===== src/hw/rtl/bmprd_pkg.sv =====
// ----------------------------------------------------------------------------
// bmprd_pkg
// Shared types and constants of the 24-bit BMP stream reader.
// ----------------------------------------------------------------------------
package bmprd_pkg;

	localparam int MAX_WIDTH    = 4096;
	localparam int MAX_HEIGHT   = 4096;
	localparam int HEADER_BYTES = 54;

	// Byte offsets of the header fields that are used
	localparam logic [5:0] HDR_SIG0   = 6'd0;
	localparam logic [5:0] HDR_SIG1   = 6'd1;
	localparam logic [5:0] HDR_OFFS   = 6'd10;
	localparam logic [5:0] HDR_WIDTH  = 6'd18;
	localparam logic [5:0] HDR_HEIGHT = 6'd22;
	localparam logic [5:0] HDR_BPP    = 6'd28;
	localparam logic [5:0] HDR_COMP   = 6'd30;
	localparam logic [5:0] HDR_LAST   = 6'(HEADER_BYTES - 1);

	localparam logic [7:0]  SIG_B   = 8'h42;
	localparam logic [7:0]  SIG_M   = 8'h4D;
	localparam logic [15:0] BPP_RGB = 16'd24;

	// Queue between front and back
	localparam int QDEPTH = 4;
	localparam int QPTR_W = $clog2(QDEPTH);
	localparam int QCNT_W = $clog2(QDEPTH + 1);

	// Result kinds
	localparam logic [1:0] KIND_PIXEL  = 2'd0;
	localparam logic [1:0] KIND_HEADER = 2'd1;
	localparam logic [1:0] KIND_ERROR  = 2'd2;

	// Error codes
	localparam logic [2:0] ERR_NONE       = 3'd0;
	localparam logic [2:0] ERR_SIGNATURE  = 3'd1;
	localparam logic [2:0] ERR_DEPTH      = 3'd2;
	localparam logic [2:0] ERR_COMPRESSED = 3'd3;
	localparam logic [2:0] ERR_OFFSET     = 3'd4;
	localparam logic [2:0] ERR_TRUNCATED  = 3'd5;
	localparam logic [2:0] ERR_TOO_LARGE  = 3'd6;

	// Channel order inside a pixel triple
	localparam logic [1:0] CH_BLUE  = 2'd0;
	localparam logic [1:0] CH_GREEN = 2'd1;
	localparam logic [1:0] CH_RED   = 2'd2;

	typedef enum logic [1:0] {
		OP_DATA   = 2'd0,
		OP_HEADER = 2'd1,
		OP_ERROR  = 2'd2
	} op_t;

	// One entry of the queue from front to back
	typedef struct packed {
		op_t         op;
		logic [7:0]  data;
		logic        fin;
		logic [2:0]  code;
		logic [12:0] width;
		logic [12:0] height;
		logic        top_down;
	} q_item_t;

	// One result item
	typedef struct packed {
		logic [1:0]  kind;
		logic [2:0]  error_code;
		logic [7:0]  red;
		logic [7:0]  green;
		logic [7:0]  blue;
		logic [11:0] column;
		logic [11:0] row;
		logic [12:0] image_width;
		logic [12:0] image_height;
		logic        top_down;
		logic        last_pixel;
	} result_t;

	// Queue handshake between modules
	typedef struct packed {
		logic push;
		logic pop;
	} q_ctrl_t;

	typedef struct packed {
		logic full;
		logic empty;
	} q_stat_t;

endpackage


===== src/hw/rtl/bmprd_front.sv =====
// ----------------------------------------------------------------------------
// bmprd_front
// Header capture and check, forward seek to the pixel data, byte classing.
// ----------------------------------------------------------------------------
module bmprd_front (
	input  logic               clk,
	input  logic               arst_n,
	input  logic               accept,
	input  logic [7:0]         file_byte,
	input  logic               first_byte,
	input  logic               final_byte,
	output logic               push,
	output bmprd_pkg::q_item_t item
);
	import bmprd_pkg::*;

	typedef enum logic [3:0] {
		FPH_HEADER = 4'b0001,
		FPH_SKIP   = 4'b0010,
		FPH_DATA   = 4'b0100,
		FPH_IDLE   = 4'b1000
	} fphase_t;

	fphase_t     phase_q, phase_e, phase_d;
	logic [31:0] pos_q, pos_e, pos_d;
	logic [7:0]  sig0_q, sig1_q;
	logic [31:0] offs_q, wraw_q, hraw_q, comp_q;
	logic [15:0] bpp_q;

	logic [5:0]  pos6;
	logic [5:0]  d_offs, d_width, d_height, d_bpp, d_comp;
	logic [31:0] hmag;
	logic        too_large, empty_img;

	assign phase_e = first_byte ? FPH_HEADER : phase_q;
	assign pos_e   = first_byte ? 32'd0 : pos_q;
	assign pos6    = pos_e[5:0];

	assign d_offs   = pos6 - HDR_OFFS;
	assign d_width  = pos6 - HDR_WIDTH;
	assign d_height = pos6 - HDR_HEIGHT;
	assign d_bpp    = pos6 - HDR_BPP;
	assign d_comp   = pos6 - HDR_COMP;

	assign hmag      = hraw_q[31] ? (32'd0 - hraw_q) : hraw_q;
	assign too_large = (wraw_q > 32'(MAX_WIDTH)) || (hmag > 32'(MAX_HEIGHT));
	assign empty_img = (wraw_q == 32'd0) || (hmag == 32'd0);

	always_comb begin
		phase_d       = phase_q;
		pos_d         = pos_q;
		push          = 1'b0;
		item.op       = OP_DATA;
		item.data     = file_byte;
		item.fin      = final_byte;
		item.code     = ERR_NONE;
		item.width    = 13'd0;
		item.height   = 13'd0;
		item.top_down = 1'b0;
		if (accept) begin
			phase_d = phase_e;
			pos_d   = pos_e;
			unique case (phase_e)
				FPH_HEADER: begin
					pos_d = pos_e + 32'd1;
					if (pos6 != HDR_LAST) begin
						if (final_byte) begin
							push      = 1'b1;
							item.op   = OP_ERROR;
							item.code = ERR_TRUNCATED;
							phase_d   = FPH_IDLE;
						end
					end else begin
						push    = 1'b1;
						item.op = OP_ERROR;
						phase_d = FPH_IDLE;
						if (sig0_q != SIG_B || sig1_q != SIG_M) begin
							item.code = ERR_SIGNATURE;
						end else if (bpp_q != BPP_RGB) begin
							item.code = ERR_DEPTH;
						end else if (comp_q != 32'd0) begin
							item.code = ERR_COMPRESSED;
						end else if (too_large) begin
							item.code = ERR_TOO_LARGE;
						end else if (offs_q < 32'(HEADER_BYTES)) begin
							item.code = ERR_OFFSET;
						end else if (!empty_img && final_byte) begin
							item.code = ERR_TRUNCATED;
						end else begin
							item.op       = OP_HEADER;
							item.width    = wraw_q[12:0];
							item.height   = hmag[12:0];
							item.top_down = hraw_q[31];
							if (!empty_img) begin
								phase_d = FPH_SKIP;
							end
						end
					end
				end
				FPH_SKIP: begin
					if (pos_e != offs_q) begin
						pos_d = pos_e + 32'd1;
						if (final_byte) begin
							push      = 1'b1;
							item.op   = OP_ERROR;
							item.code = ERR_TRUNCATED;
							phase_d   = FPH_IDLE;
						end
					end else begin
						push    = 1'b1;
						phase_d = FPH_DATA;
					end
				end
				FPH_DATA: begin
					push = 1'b1;
				end
				FPH_IDLE: begin
				end
				default: begin
					phase_d = FPH_IDLE;
				end
			endcase
		end
	end

	always_ff @(posedge clk or negedge arst_n) begin
		if (!arst_n) begin
			phase_q <= FPH_HEADER;
			pos_q   <= 32'd0;
		end else begin
			phase_q <= phase_d;
			pos_q   <= pos_d;
		end
	end

	// Capture the used header fields, little-endian, lane by lane
	always_ff @(posedge clk) begin
		if (accept && phase_e == FPH_HEADER) begin
			if (pos6 == HDR_SIG0) sig0_q <= file_byte;
			if (pos6 == HDR_SIG1) sig1_q <= file_byte;
			if (d_offs < 6'd4)   offs_q[{d_offs[1:0], 3'b000} +: 8]   <= file_byte;
			if (d_width < 6'd4)  wraw_q[{d_width[1:0], 3'b000} +: 8]  <= file_byte;
			if (d_height < 6'd4) hraw_q[{d_height[1:0], 3'b000} +: 8] <= file_byte;
			if (d_bpp < 6'd2)    bpp_q[{d_bpp[0], 3'b000} +: 8]       <= file_byte;
			if (d_comp < 6'd4)   comp_q[{d_comp[1:0], 3'b000} +: 8]   <= file_byte;
		end
	end

endmodule


===== src/hw/rtl/bmprd_fifo.sv =====
// ----------------------------------------------------------------------------
// bmprd_fifo
// Short queue of classified items between the front and the back.
// ----------------------------------------------------------------------------
module bmprd_fifo (
	input  logic               clk,
	input  logic               arst_n,
	input  bmprd_pkg::q_ctrl_t ctrl,
	input  bmprd_pkg::q_item_t wr_item,
	output bmprd_pkg::q_item_t rd_item,
	output bmprd_pkg::q_stat_t stat
);
	import bmprd_pkg::*;

	q_item_t            slot_q [QDEPTH];
	logic [QPTR_W-1:0]  wr_ptr_q, rd_ptr_q;
	logic [QCNT_W-1:0]  count_q;
	logic               do_push, do_pop;

	assign stat.full  = (count_q == QCNT_W'(QDEPTH));
	assign stat.empty = (count_q == '0);
	assign do_push    = ctrl.push && !stat.full;
	assign do_pop     = ctrl.pop && !stat.empty;
	assign rd_item    = slot_q[rd_ptr_q];

	always_ff @(posedge clk or negedge arst_n) begin
		if (!arst_n) begin
			wr_ptr_q <= '0;
			rd_ptr_q <= '0;
			count_q  <= '0;
		end else begin
			if (do_push) wr_ptr_q <= wr_ptr_q + 1'b1;
			if (do_pop)  rd_ptr_q <= rd_ptr_q + 1'b1;
			if (do_push && !do_pop) begin
				count_q <= count_q + 1'b1;
			end else if (do_pop && !do_push) begin
				count_q <= count_q - 1'b1;
			end
		end
	end

	always_ff @(posedge clk) begin
		if (do_push) slot_q[wr_ptr_q] <= wr_item;
	end

endmodule


===== src/hw/rtl/bmprd_back.sv =====
// ----------------------------------------------------------------------------
// bmprd_back
// Pixel assembly, padding drop, row numbering and the result register.
// ----------------------------------------------------------------------------
module bmprd_back (
	input  logic               clk,
	input  logic               arst_n,
	input  logic               pop,
	input  bmprd_pkg::q_item_t item,
	output logic               res_valid,
	input  logic               res_ready,
	output bmprd_pkg::result_t res
);
	import bmprd_pkg::*;

	logic        active_q, active_d;
	logic [12:0] width_q, width_d, height_q, height_d;
	logic        td_q, td_d;
	logic [11:0] col_q, col_d, row_q, row_d;
	logic [1:0]  ch_q, ch_d, pad_q, pad_d;
	logic [7:0]  blue_q, blue_d, green_q, green_d;

	logic        valid_q;
	result_t     res_q, res_d;
	logic        emit;

	logic [12:0] row_inc, col_inc, row_flip;
	logic        rows_finished;
	logic        done_n;

	assign row_inc       = {1'b0, row_q} + 13'd1;
	assign col_inc       = {1'b0, col_q} + 13'd1;
	assign row_flip      = height_q - 13'd1 - {1'b0, row_q};
	assign rows_finished = (row_inc >= height_q);

	always_comb begin
		active_d = active_q;
		width_d  = width_q;
		height_d = height_q;
		td_d     = td_q;
		col_d    = col_q;
		row_d    = row_q;
		ch_d     = ch_q;
		pad_d    = pad_q;
		blue_d   = blue_q;
		green_d  = green_q;
		emit     = 1'b0;
		done_n   = 1'b0;
		res_d    = '0;
		if (pop) begin
			case (item.op)
				OP_HEADER: begin
					width_d            = item.width;
					height_d           = item.height;
					td_d               = item.top_down;
					col_d              = 12'd0;
					row_d              = 12'd0;
					ch_d               = CH_BLUE;
					pad_d              = 2'd0;
					active_d           = (item.width != 13'd0) && (item.height != 13'd0);
					emit               = 1'b1;
					res_d.kind         = KIND_HEADER;
					res_d.image_width  = item.width;
					res_d.image_height = item.height;
					res_d.top_down     = item.top_down;
				end
				OP_ERROR: begin
					active_d         = 1'b0;
					emit             = 1'b1;
					res_d.kind       = KIND_ERROR;
					res_d.error_code = item.code;
				end
				OP_DATA: begin
					if (active_q) begin
						if (pad_q != 2'd0) begin
							// drop padding, close the row on its last byte
							pad_d = pad_q - 2'd1;
							if (pad_d == 2'd0) begin
								row_d  = row_inc[11:0];
								done_n = rows_finished;
							end
						end else if (ch_q == CH_BLUE) begin
							blue_d = item.data;
							ch_d   = CH_GREEN;
						end else if (ch_q == CH_GREEN) begin
							green_d = item.data;
							ch_d    = CH_RED;
						end else begin
							ch_d             = CH_BLUE;
							res_d.kind       = KIND_PIXEL;
							res_d.red        = item.data;
							res_d.green      = green_q;
							res_d.blue       = blue_q;
							res_d.column     = col_q;
							res_d.row        = td_q ? row_q : row_flip[11:0];
							res_d.top_down   = td_q;
							res_d.last_pixel = (row_inc == height_q) && (col_inc == width_q);
							emit             = 1'b1;
							if (col_inc >= width_q) begin
								col_d = 12'd0;
								pad_d = width_q[1:0];
								if (width_q[1:0] == 2'd0) begin
									row_d  = row_inc[11:0];
									done_n = rows_finished;
								end
							end else begin
								col_d = col_inc[11:0];
							end
						end
						if (done_n) begin
							active_d = 1'b0;
						end else if (item.fin) begin
							active_d         = 1'b0;
							emit             = 1'b1;
							res_d            = '0;
							res_d.kind       = KIND_ERROR;
							res_d.error_code = ERR_TRUNCATED;
						end
					end
				end
				default: begin
				end
			endcase
		end
	end

	always_ff @(posedge clk or negedge arst_n) begin
		if (!arst_n) begin
			active_q <= 1'b0;
			col_q    <= 12'd0;
			row_q    <= 12'd0;
			ch_q     <= CH_BLUE;
			pad_q    <= 2'd0;
			valid_q  <= 1'b0;
		end else begin
			active_q <= active_d;
			col_q    <= col_d;
			row_q    <= row_d;
			ch_q     <= ch_d;
			pad_q    <= pad_d;
			if (!valid_q || res_ready) begin
				valid_q <= emit;
			end
		end
	end

	always_ff @(posedge clk) begin
		width_q  <= width_d;
		height_q <= height_d;
		td_q     <= td_d;
		blue_q   <= blue_d;
		green_q  <= green_d;
		if (!valid_q || res_ready) begin
			res_q <= res_d;
		end
	end

	assign res_valid = valid_q;
	assign res       = res_q;

endmodule


===== src/hw/rtl/bmp_rgb24_stream_reader_top.sv =====
// ----------------------------------------------------------------------------
// bmp_rgb24_stream_reader_top
// Byte-stream reader for uncompressed 24-bit BMP files.
// ----------------------------------------------------------------------------
// Usage:
//   Feed the file one byte per transfer on the s_ channel, s_tuser high on
//   byte 0 of each file (restarts the parser) and s_tlast high on the last
//   byte. The m_ channel returns results: m_tuser gives the kind (pixel,
//   header accepted, error). A header result carries width, height and the
//   top-down flag; each pixel result carries R, G, B, column and top-down
//   row; m_tlast marks the final pixel of the image. An error ends the file:
//   later bytes are dropped until the next s_tuser.
// Throughput: one byte per cycle while the queue has room; the front captures
//   the header and seeks, a four-entry queue holds classified bytes, the back
//   assembles pixels into one output register.
// Path: the queue is written at the transfer edge; the output register loads
//   from the queue head when it is free or being drained, and drives m_tvalid.
// Reset: arst_n clears the parser to the header phase and empties the queue.
// Stall: while m_tready is low the result register holds; the queue fills
//   and s_tready drops once it holds four entries.
// ----------------------------------------------------------------------------
module bmp_rgb24_stream_reader_top (
	input  logic        clk,
	input  logic        arst_n,
	input  logic        s_tvalid,
	output logic        s_tready,
	input  logic [7:0]  s_tdata,  // [7:0] file_byte
	input  logic        s_tuser,  // [0] first_byte
	input  logic        s_tlast,  // final_byte
	output logic        m_tvalid,
	input  logic        m_tready,
	output logic [79:0] m_tdata,  // [2:0] error_code, [10:3] red, [18:11] green,
	                              // [26:19] blue, [38:27] column, [50:39] row,
	                              // [63:51] image_width, [76:64] image_height,
	                              // [77] top_down, [79:78] zero
	output logic [1:0]  m_tuser,  // [1:0] kind
	output logic        m_tlast   // last_pixel
);
	import bmprd_pkg::*;

	logic    accept;
	logic    push;
	q_item_t front_item, back_item;
	q_ctrl_t q_ctrl;
	q_stat_t q_stat;
	result_t res;

	// Take a byte whenever the queue has room
	assign s_tready = !q_stat.full;
	assign accept   = s_tvalid && s_tready;

	bmprd_front u_front (
		.clk        (clk),
		.arst_n     (arst_n),
		.accept     (accept),
		.file_byte  (s_tdata),
		.first_byte (s_tuser),
		.final_byte (s_tlast),
		.push       (push),
		.item       (front_item)
	);

	// Advance the queue when the output register is free or being drained
	assign q_ctrl.push = push;
	assign q_ctrl.pop  = !q_stat.empty && (!m_tvalid || m_tready);

	bmprd_fifo u_fifo (
		.clk     (clk),
		.arst_n  (arst_n),
		.ctrl    (q_ctrl),
		.wr_item (front_item),
		.rd_item (back_item),
		.stat    (q_stat)
	);

	bmprd_back u_back (
		.clk       (clk),
		.arst_n    (arst_n),
		.pop       (q_ctrl.pop),
		.item      (back_item),
		.res_valid (m_tvalid),
		.res_ready (m_tready),
		.res       (res)
	);

	// Pack the result fields, error_code in the lowest bits
	assign m_tdata = {2'b00, res.top_down, res.image_height, res.image_width,
	                  res.row, res.column, res.blue, res.green, res.red,
	                  res.error_code};
	assign m_tuser = res.kind;
	assign m_tlast = res.last_pixel;

endmodule


===== config.mk =====
export PLATFORM = sky130hd
export DESIGN_NAME = bmp_rgb24_stream_reader_top
export DESIGN_NICKNAME = d
export VERILOG_FILES = /design/src/hw/rtl/bmprd_pkg.sv /design/src/hw/rtl/bmprd_front.sv /design/src/hw/rtl/bmprd_fifo.sv /design/src/hw/rtl/bmprd_back.sv /design/src/hw/rtl/bmp_rgb24_stream_reader_top.sv
export SDC_FILE = /design/constraint.sdc
export NUM_CORES = 1
export LEC_CHECK = 0
export ABC_CLOCK_PERIOD_IN_PS = 11200
export BUFFER_PORTS_ARGS = -buffer_cell sky130_fd_sc_hd__clkbuf_2
export CORE_MARGIN = 2
export CORE_UTILIZATION = 47
export CTS_CLUSTER_SIZE = 28
export DETAILED_ROUTE_END_ITERATION = 12
export RECOVER_POWER = 50
export SETUP_SLACK_MARGIN = 0.4
export SYNTH_ARGS = -nofsm -noshare
export SYNTH_HDL_FRONTEND = slang
export SYNTH_HIERARCHICAL = 1
export SYNTH_SLANG_ARGS = --single-unit

===== constraint.sdc =====
create_clock -name clk -period 11.2 [get_ports clk]
set_clock_uncertainty 0.2 [all_clocks]
set_input_delay 0.56 -clock clk [delete_from_list [all_inputs] [get_ports clk]]
set_output_delay 0.56 -clock clk [all_outputs]
set_load 0.05 [all_outputs]

======== Word level (Yosys, flattened, before mapping) ========
Memories as Yosys holds them, arrays and structs flattened.
Cells that the tools add are included.
W data, S select, Z words.
word-level totals
  register bits after elaboration ......... 357
  bits in writable memories ............... 164
  input port bits ......................... 14
  output and inout port bits .............. 85
  logic and storage cells ................. 275
  memories kept ........................... 1
operators by class
  add/subtract/negate cells ............... 21
  $lt $le $gt $ge ......................... 10
  equality and inequality tests ........... 25
  shifts and indexed selects .............. 10
  mux-type cells .......................... 119
  bitwise operators ....................... 2
  reductions and logical operators ........ 53
memories
  name           words  bits a word  rd ports  clocked after memory_dff  wr ports  line              text
  u_fifo.slot_q  4      41           1         0                         1         bmprd_fifo.sv:15  q_item_t slot_q [QDEPTH];
operator list
  operator                  count
  $mux W81                  3
  $mux W27                  8
  $mux W12                  13
  $mux W48                  3
  $bwmux W32                4
  $shift A8 B7 Y32 const A  4
  $shiftx A8 B7 Y32         4
  $mux W32                  3
  $gt A32 B13 Y1 const B    2
  $logic_not A32 Y1         2
  $pmux W32 S2              1
  $pmux W27 S2              1
  $pmux W12 S2              2
  $mux W2                   22
  $mux W4                   11
  $mux W3                   11
  $add A32 B1 Y32 const B   1
  $lt A32 B6 Y1 const B     1
  $ne A32 B32 Y1            1
  $reduce_bool A32 Y1       1
  $sub A1 B32 Y32 const A   1
  $mux W30                  1
  $neg A5 Y7                4
  $add A12 B1 Y13 const B   2
  56 further kinds          134

======== Depth between registers and ports, before layout ========
Gate-level depths: netlist of run 1.
  depth after elaboration ................. 15
  gate-level depth with buffers ........... 20

======== By module ========
Netlist of run 1, hierarchy kept.
modules (own cells, without submodules)
  module                       times used  cells an instance  area each (um^2)  sequential area each (um^2)
  bmprd_front                  1           1041               10735.3           5706.7
  bmprd_back                   1           646                7771.2            4474.3
  bmprd_fifo                   1           252                6361.1            5099.9
  bmp_rgb24_stream_reader_top  1           7                  41.3              0.0

======== Least setup slack after synthesis of run 1 ========
OpenSTA, ideal clock, no wires.
  path kind ............................... input to register
  from .................................... input s_tuser
  to ...................................... memory u_fifo/slot_q[3][0] (netlist bit) (enable)
  arrival ................................. 4692 ps
  data required time ...................... 10560 ps
  slack ................................... 5867 ps
  cell stages on the path ................. 11
  buffers on the path ..................... 2
  path through ............................ clkbuf_1 > clkbuf_1 > nor2_1 > o32ai_1 > nand4_1 > nor4_1 > nand3b_1 > a2111oi_0 > o31a_1 > nand2_1 > nor2_1
between the ends
  cells in the longest elaborated chain, start to end .. 8
RTL lines
  element                                                line                                   text
  start, declared                                        bmp_rgb24_stream_reader_top.sv:28      input logic s_tuser,
  $mux W32                                               bmprd_front.sv:36                      assign pos_e = first_byte ? 32'd0 : pos_q;
  $ne A32 B32 Y1 / $ne A6 B6 Y1 (equally long branches)  bmprd_front.sv:101, bmprd_front.sv:66
  $mux W1, on equally long branches                      bmprd_front.sv:101, bmprd_front.sv:66
  $pmux W1 S3 *                                          bmprd_front.sv:63                      unique case (phase_e)
  $mux W1 *                                              bmprd_front.sv:60                      if (accept) begin
  via push                                               bmp_rgb24_stream_reader_top.sv:42      logic push;
  $logic_and A1 B1 Y1 *                                  bmprd_fifo.sv:22                       assign do_push = ctrl.push && !stat.full;
  $mux W1 *                                              bmprd_fifo.sv:43                       if (do_push) slot_q[wr_ptr_q] <= wr_item;
  $mux W1 (implied by the code) *                        bmprd_fifo.sv:43
  end, declared                                          bmprd_fifo.sv:15
Mark *: on every way through the listed nets, which the timed path passes. The rest lies on a longest branch.

======== Final worst setup path of run 1 ========
  from .................................... input s_tuser
  to ...................................... memory u_fifo/slot_q[0][40] (netlist bit) (enable)
Same word-level chain as after synthesis.

==> results.toml, run 1 <==
[place]
pre_cts_slack_ns = 5.71
dp_hpwl_um = 41600
place.port_buffers = 96
placedCellCount = 2636
place_congestion = 0.909

[clock_tree]
clkTransAtPathRegs_ns = 0.06
numCtsBuffers = 54
clockBufferDepth = 3
clock_latency_ns = 0.62
cts_tree = "done"
cts-htree-levels = 2
post_cts_buffers = 0
clockRootBuffer = "clkbuf_16"
cts.sink_count = 521

[layout]
diodes = 0
final_cell_mix = "edfxtp_1, nor2_1, nand2_1, clkbuf_1, inv_1"
nets = 2077
drive_gt1_frac = 0.0970
fin_util = 0.530
final_common_cell = "edfxtp_1"
stdcell_count = 2739
area_delta_synth_final_pct = 11.6
nFillCells = 4478

[timing]
relSlewSlack = -1.53
min_period_over_period = 0.614
slew_viol_final = 230
finalSetupViolations = 0
tightest_slew_ns = 3.80
fin_crit_ns = 6.87
rsz0062_at_grt = "no"
fmaxAchievable_mhz = 146
finalSetupTns_ns = 0
fin_ws_ns = 4.33
hold_viol_final = 0

[global_routing]
grt_max_degree = 74
grt_pass1_vias = 15500
grt_pass1_wl_um = 91700
grt_overflow = 0
grt_antenna_before_repair = 1
grt_usage = 0.220

[outcome]
outcome = "finished, violations left"
violations = "capacitance limit, slew limit"

[setup_path]
startpoint_type = "primary input"
cp.required_ns = 11.20
arrival_ns = 6.87
r2r_slack_ns = 5.33
endpoint_kind = "register"
crit_type = "in2reg"
crit_path_cell_trace = "clkbuf_2 > clkbuf_1 > inv_1 > clkbuf_1 > nand2_1 > ha_1 > inv_1 > nor4_1 > nor2_1 > nor2_1 > o31a_1 > nor2b_1 > and2_2"
max_stage_delay_ns = 2.06
slowest_stage = "clkbuf_1"
critPathMaxFanout = 73

[yosys]
syn_inst = 1946
yosysWarningCount = 6
ys_seq_area_frac = 0.613
async_reset_ff_frac = 0.140
ys_types = 97
avgSynthCellArea_um2 = 12.8
syn_area_mm2 = 0.0249
synthFlopType = "edfxtp_1"
synth_seq_cells = 521
synth_edf_count = 448

[power]
swShare = 0.331
powerDensity_mw_per_mm2 = 230
intPower_uw = 4270
sequentialPowerShare = 0.411
ir_drop_uv = 146
leakage_uw = 0.00981
fin_total_pwr_uw = 6380
pwr-share-comb = 0.263
power_frac_clock = 0.326
switching_power_uw = 2110

[floorplanning]
pin_count = 99
die_h_um = 234
std_cell_rows = 84
coreArea_mm2 = 0.0524
die_x_um = 234
die_area_mm2 = 0.0549
start_util = 0.475

[route]
drcViolationCount = 0
detail_route.first_pass.iterations = 5
wirelength_um = 59900
vias_per_cell = 5.92
drtIter0Drc = 1376
ant_nets = 0
wl_per_cell_um = 21.9
num_vias = 16200

[job]
maxCapViolCount = 4

[hold_path]
worst_hold_path_type = "in2reg"
## critical path: cells and delay by family
family                   cells  cell delay (ns)
adder cells (fa/ha/maj)      1             0.21
AND/OR/NAND/NOR              6             2.77
buffers and inverters        5             3.01
AO/OA/AOI/OAI                1             0.22
## cell usage after synthesis, drive strengths merged (17+ instances only)
master	count	area, um2
edfxtp	448	13500
nor2	144	548
nand2	113	424
inv	87	327
clkbuf	86	350
and2	85	533
nor4	75	494
dfrtp	72	1800
o21ai	72	360
ha	56	701
a21oi	54	278
nor3	49	273
and3	46	288
nand3	44	235
xnor2	43	377
mux4	41	923
nand4	37	246
buf	35	262
a31oi	30	209
xor2	20	175
a211oi	18	135
nor4bb	18	180
a21o	17	129
mux2i	17	170
nor2b	17	106
## through the flow
step / hold WS [ns] / instance area, um2
6_report: 0.209 / 27800
4_1_cts: 0.0719 / 28000
3_5_place_dp: 0.207 / 25900
2_1_floorplan: 0.0644 / 24900
5_1_grt: 0.215 / 27800
3_3_place_gp: 0.204 / 25900
## cells by family after synthesis
kind of cell,after synthesis,share of synthesized area
fa+ha+maj,58,0.0297
other cells,1,0.000151
simple gates,709,0.159
xor+xnor,63,0.0222
compound gates,322,0.0911
flops,521,0.613
mux,64,0.0469
buf+inv,208,0.0377
## flip-flops by register name, indices dropped and copies added, names as in the netlist, 13 cells and up
register,flops
u_front/comp_q,32
u_back/height_q,13
u_front/pos_q,32
u_front/offs_q,32
u_front/bpp_q,16
u_back/res,81
u_front/wraw_q,32
u_back/width_q,13
u_front/hraw_q,32
u_fifo/slot_q,164
## power groups by stage
stage / Combinational, uW / Sequential [uW] / Clock [uW]
final: 1680 / 2620 / 2080
after detailed placement: 1720 / 2660 / 0
after floorplan: 1020 / 2900 / 0
after global placement: 1690 / 2650 / 0
after global routing: 1830 / 2650 / 2200
after CTS: 1720 / 2620 / 2120
## routing by layer
| layer | part of all wire | wire length, um | vias up | global-route usage |
|---|---|---|---|---|
| li1 | - | - | 7555 | - |
| met1 | 0.43 | 25700 | 8083 | 0.293 |
| met2 | 0.49 | 29500 | 498 | 0.370 |
| met3 | 0.048 | 2880 | 92 | 0.0278 |
| met4 | 0.031 | 1850 | 0 | 0.0781 |
| met5 | 0 | 0 | - | 0 |
## final cells by class
cell class / instances / area (um2) / share of cell area
Clock buffer: 59 / 1370 / 0.0493
Clock inverter: 43 / 717 / 0.0258
Inverter: 87 / 327 / 0.0118
Multi-Input combinational cell: 1218 / 8710 / 0.313
Sequential cell: 521 / 15300 / 0.550
Tap cell: 688 / 861 / 0.0310
Timing Repair Buffer: 123 / 526 / 0.0189
## repair_timing
action / CTS / global route
gates resized for setup: 0 / 0
hold endpoints to repair: 10 / 0
hold buffers: 1 / 0
## worst paths after layout
path                                    start              endpoint  cells past startpoint
max                                   s_tuser  u_fifo/slot_q[0][40]                     13
min                                   s_tlast  u_fifo/slot_q[2][30]                      1
max reg2reg                u_fifo/rd_ptr_q[0]      u_back/blue_q[6]                      8
min reg2reg                 u_fifo/count_q[2]     u_fifo/count_q[2]                      1
max in group asynchronous              arst_n     u_front/pos_q[28]                      3
min in group asynchronous              arst_n       u_back/row_q[0]                      2
(Power assumes the default switching activity.)
==> inputs of run 2 (changes only) <==
Settings changed: ABC_AREA from default to 1, ABC_CLOCK_PERIOD_IN_PS 11200 to 5600, PLACE_DENSITY from default to 0.66.
Clock period 11.2 ns to 5.6 ns, I/O delays scaled along.
==> results.toml, run 2 <==
[global_routing]
grt_pass1_wl_um = 94100
grt_overflow = 0
grt_pass1_vias = 17000
grt_max_degree = 105
grt_antenna_before_repair = 1
grt_usage = 0.213

[route]
detail_route.first_pass.iterations = 6
drtIter0Drc = 1348
ant_nets = 0
wirelength_um = 60400
num_vias = 17700
drcViolationCount = 0
wl_per_cell_um = 18.1
vias_per_cell = 5.32

[yosys]
synth_seq_cells = 521
synthFlopType = "edfxtp_1"
syn_inst = 2488
synth_common_cells = "edfxtp_1, nand2_1, inv_1, nor2_1, nand3_1"
synth_edf_count = 448
avgSynthCellArea_um2 = 10.4
syn_area_mm2 = 0.0259
ys_seq_area_frac = 0.591
synth_area_leaders = "edfxtp_1, dfrtp_1, nand2_1"
synth.most_common_cell = "edfxtp_1"
async_reset_ff_frac = 0.140
ys_types = 62
synth_area_leader_cell = "edfxtp_1"
synth_top_area_frac = 0.520
yosysWarningCount = 6

[power]
fin_total_pwr_uw = 12200
sequentialPowerShare = 0.414
leakage_uw = 0.0114
swShare = 0.367
powerDensity_mw_per_mm2 = 429
ir_drop_uv = 313
pwr-share-comb = 0.297
power_frac_clock = 0.290
switching_power_uw = 4490
intPower_uw = 7740

[setup_path]
crit_buf_inv = 4
crit_family = "buffers and inverters"
arrival_ns = 4.70
crit_type = "reg2reg"
slowest_stage = "clkbuf_1"
startpoint_type = "register"
critPathMaxFanout = 31
crit_path_cell_trace = "inv_1 > nor2_1 > clkbuf_1 > inv_1 > clkbuf_1 > ha_1 > or2_0 > nor3_1"
max_stage_delay_ns = 0.99
endpoint_kind = "register"
cp.required_ns = 5.68

[timing]
rsz0062_at_grt = "no"
finalSetupViolations = 0
slew_viol_final = 149
finalSetupTns_ns = 0
relSlewSlack = -1.59
hold_viol_final = 0
tightest_slew_ns = 3.89
fin_crit_ns = 4.62
fmaxAchievable_mhz = 216
min_period_over_period = 0.825

[clock_tree]
clockRootBuffer = "clkbuf_16"
clockBufferDepth = 3
post_cts_buffers = 0
cts.sink_count = 521
cts-htree-levels = 2
numCtsBuffers = 53
clkTransAtPathRegs_ns = 0.06
clock_latency_ns = 0.61
cts_tree = "done"

[layout]
regMostFlops = "u_fifo/slot_q"
nets = 2663
final_cell_mix = "edfxtp_1, nand2_1, inv_1, nor2_1, clkbuf_1"
drive_gt1_frac = 0.106
final_common_cell = "edfxtp_1"
area_delta_synth_final_pct = 10.2
largest_register_ffs = 164
diodes = 0

[place]
dp_hpwl_um = 43600
place_congestion = 0.939
place.port_buffers = 96

[outcome]
outcome = "finished, violations left"
violations = "capacitance limit, slew limit"

[hold_path]
worst_hold_path_type = "in2reg"

[floorplanning]
start_util = 0.478
die_x_um = 239
die_area_mm2 = 0.0569
std_cell_rows = 85
die_h_um = 239
pin_count = 99
coreArea_mm2 = 0.0541

[job]
maxCapViolCount = 3
==> run 2: worst reg2reg max path: stages (launching register included) <==
cell	delay [ns]
dfrtp_1	0.32
inv_1	0.05
nor2_1	0.14
clkbuf_1	0.99
inv_1	0.09
clkbuf_1	0.56
ha_1	0.58
or2_0	0.51
nor3_1	0.86
==> run 2: layout make-up <==
cell class | count | area [um2]
sequential | 521 | 15300
inverter | 408 | 1540
tap | 696 | 871
clock inverter | 27 | 333
multi-input combinational | 1478 | 8410
clock buffer | 73 | 1430
fill | 4735 | 25600
timing repair buffer | 129 | 612
==> run 2: metrics by stage <==
step	area (um2)	hold WS [ns]	worst slack, ns	util	cells
finish	28500	0.187	0.978	0.526	3332
global route	28500	0.226	0.644	0.526	3332
CTS	28700	0.161	1.52	0.531	3332
detailed placement	26800	0.0321	1.15	0.495	3219
global placement	26800	0.0298	1.23	0.495	3219
floorplan	25900	-0.216	0.746	-	2489
==> run 2: cells by family after synthesis <==
group / count (synthesis) / share of synthesized area
compound gates: 277 / 0.0743
xor+xnor: 78 / 0.0270
fa+ha+maj: 58 / 0.0287
buf+inv: 490 / 0.0827
flops: 521 / 0.591
other cells: 1 / 0.000145
simple gates: 1063 / 0.196
==> run 2: final timing paths <==
kind,startpoint,depth (start not counted),to,slack [ns]
setup / recovery,u_front/pos_q[0],8,u_front/hraw_q[11],0.98
hold / removal,s_tvalid,6,u_front/phase_q[1],0.19
setup reg to reg,u_front/pos_q[0],8,u_front/hraw_q[11],0.98
hold reg to reg,u_front/pos_q[19],2,u_front/pos_q[19],0.29
max in group asynchronous,arst_n,4,u_fifo/rd_ptr_q[1],1.73
min in group asynchronous,arst_n,4,u_back/col_q[5],1.14
==> run 2: repair_timing <==
item	in CTS	in global routing
hold buffers	13	0
endpoints found under the hold margin	96	0
resized for setup	0	0
==> run 2: metal layers <==
metal / track usage / vias to the layer above / routed length, um
met5: 0 / - / 0
met4: 0.0693 / 0 / 1560
met3: 0.0267 / 100 / 2850
met2: 0.369 / 543 / 30100
met1: 0.277 / 8535 / 25900
li1: - / 8549 / -
==> run 2: power by group through the flow <==
stage | clock [uW] | sequential (uW) | combinational, uW
floorplan | 0 | 5690 | 2250
global placement | 0 | 5120 | 3620
detailed placement | 0 | 5130 | 3690
CTS | 3620 | 5050 | 3710
global route | 3770 | 5110 | 3990
finish | 3550 | 5060 | 3630
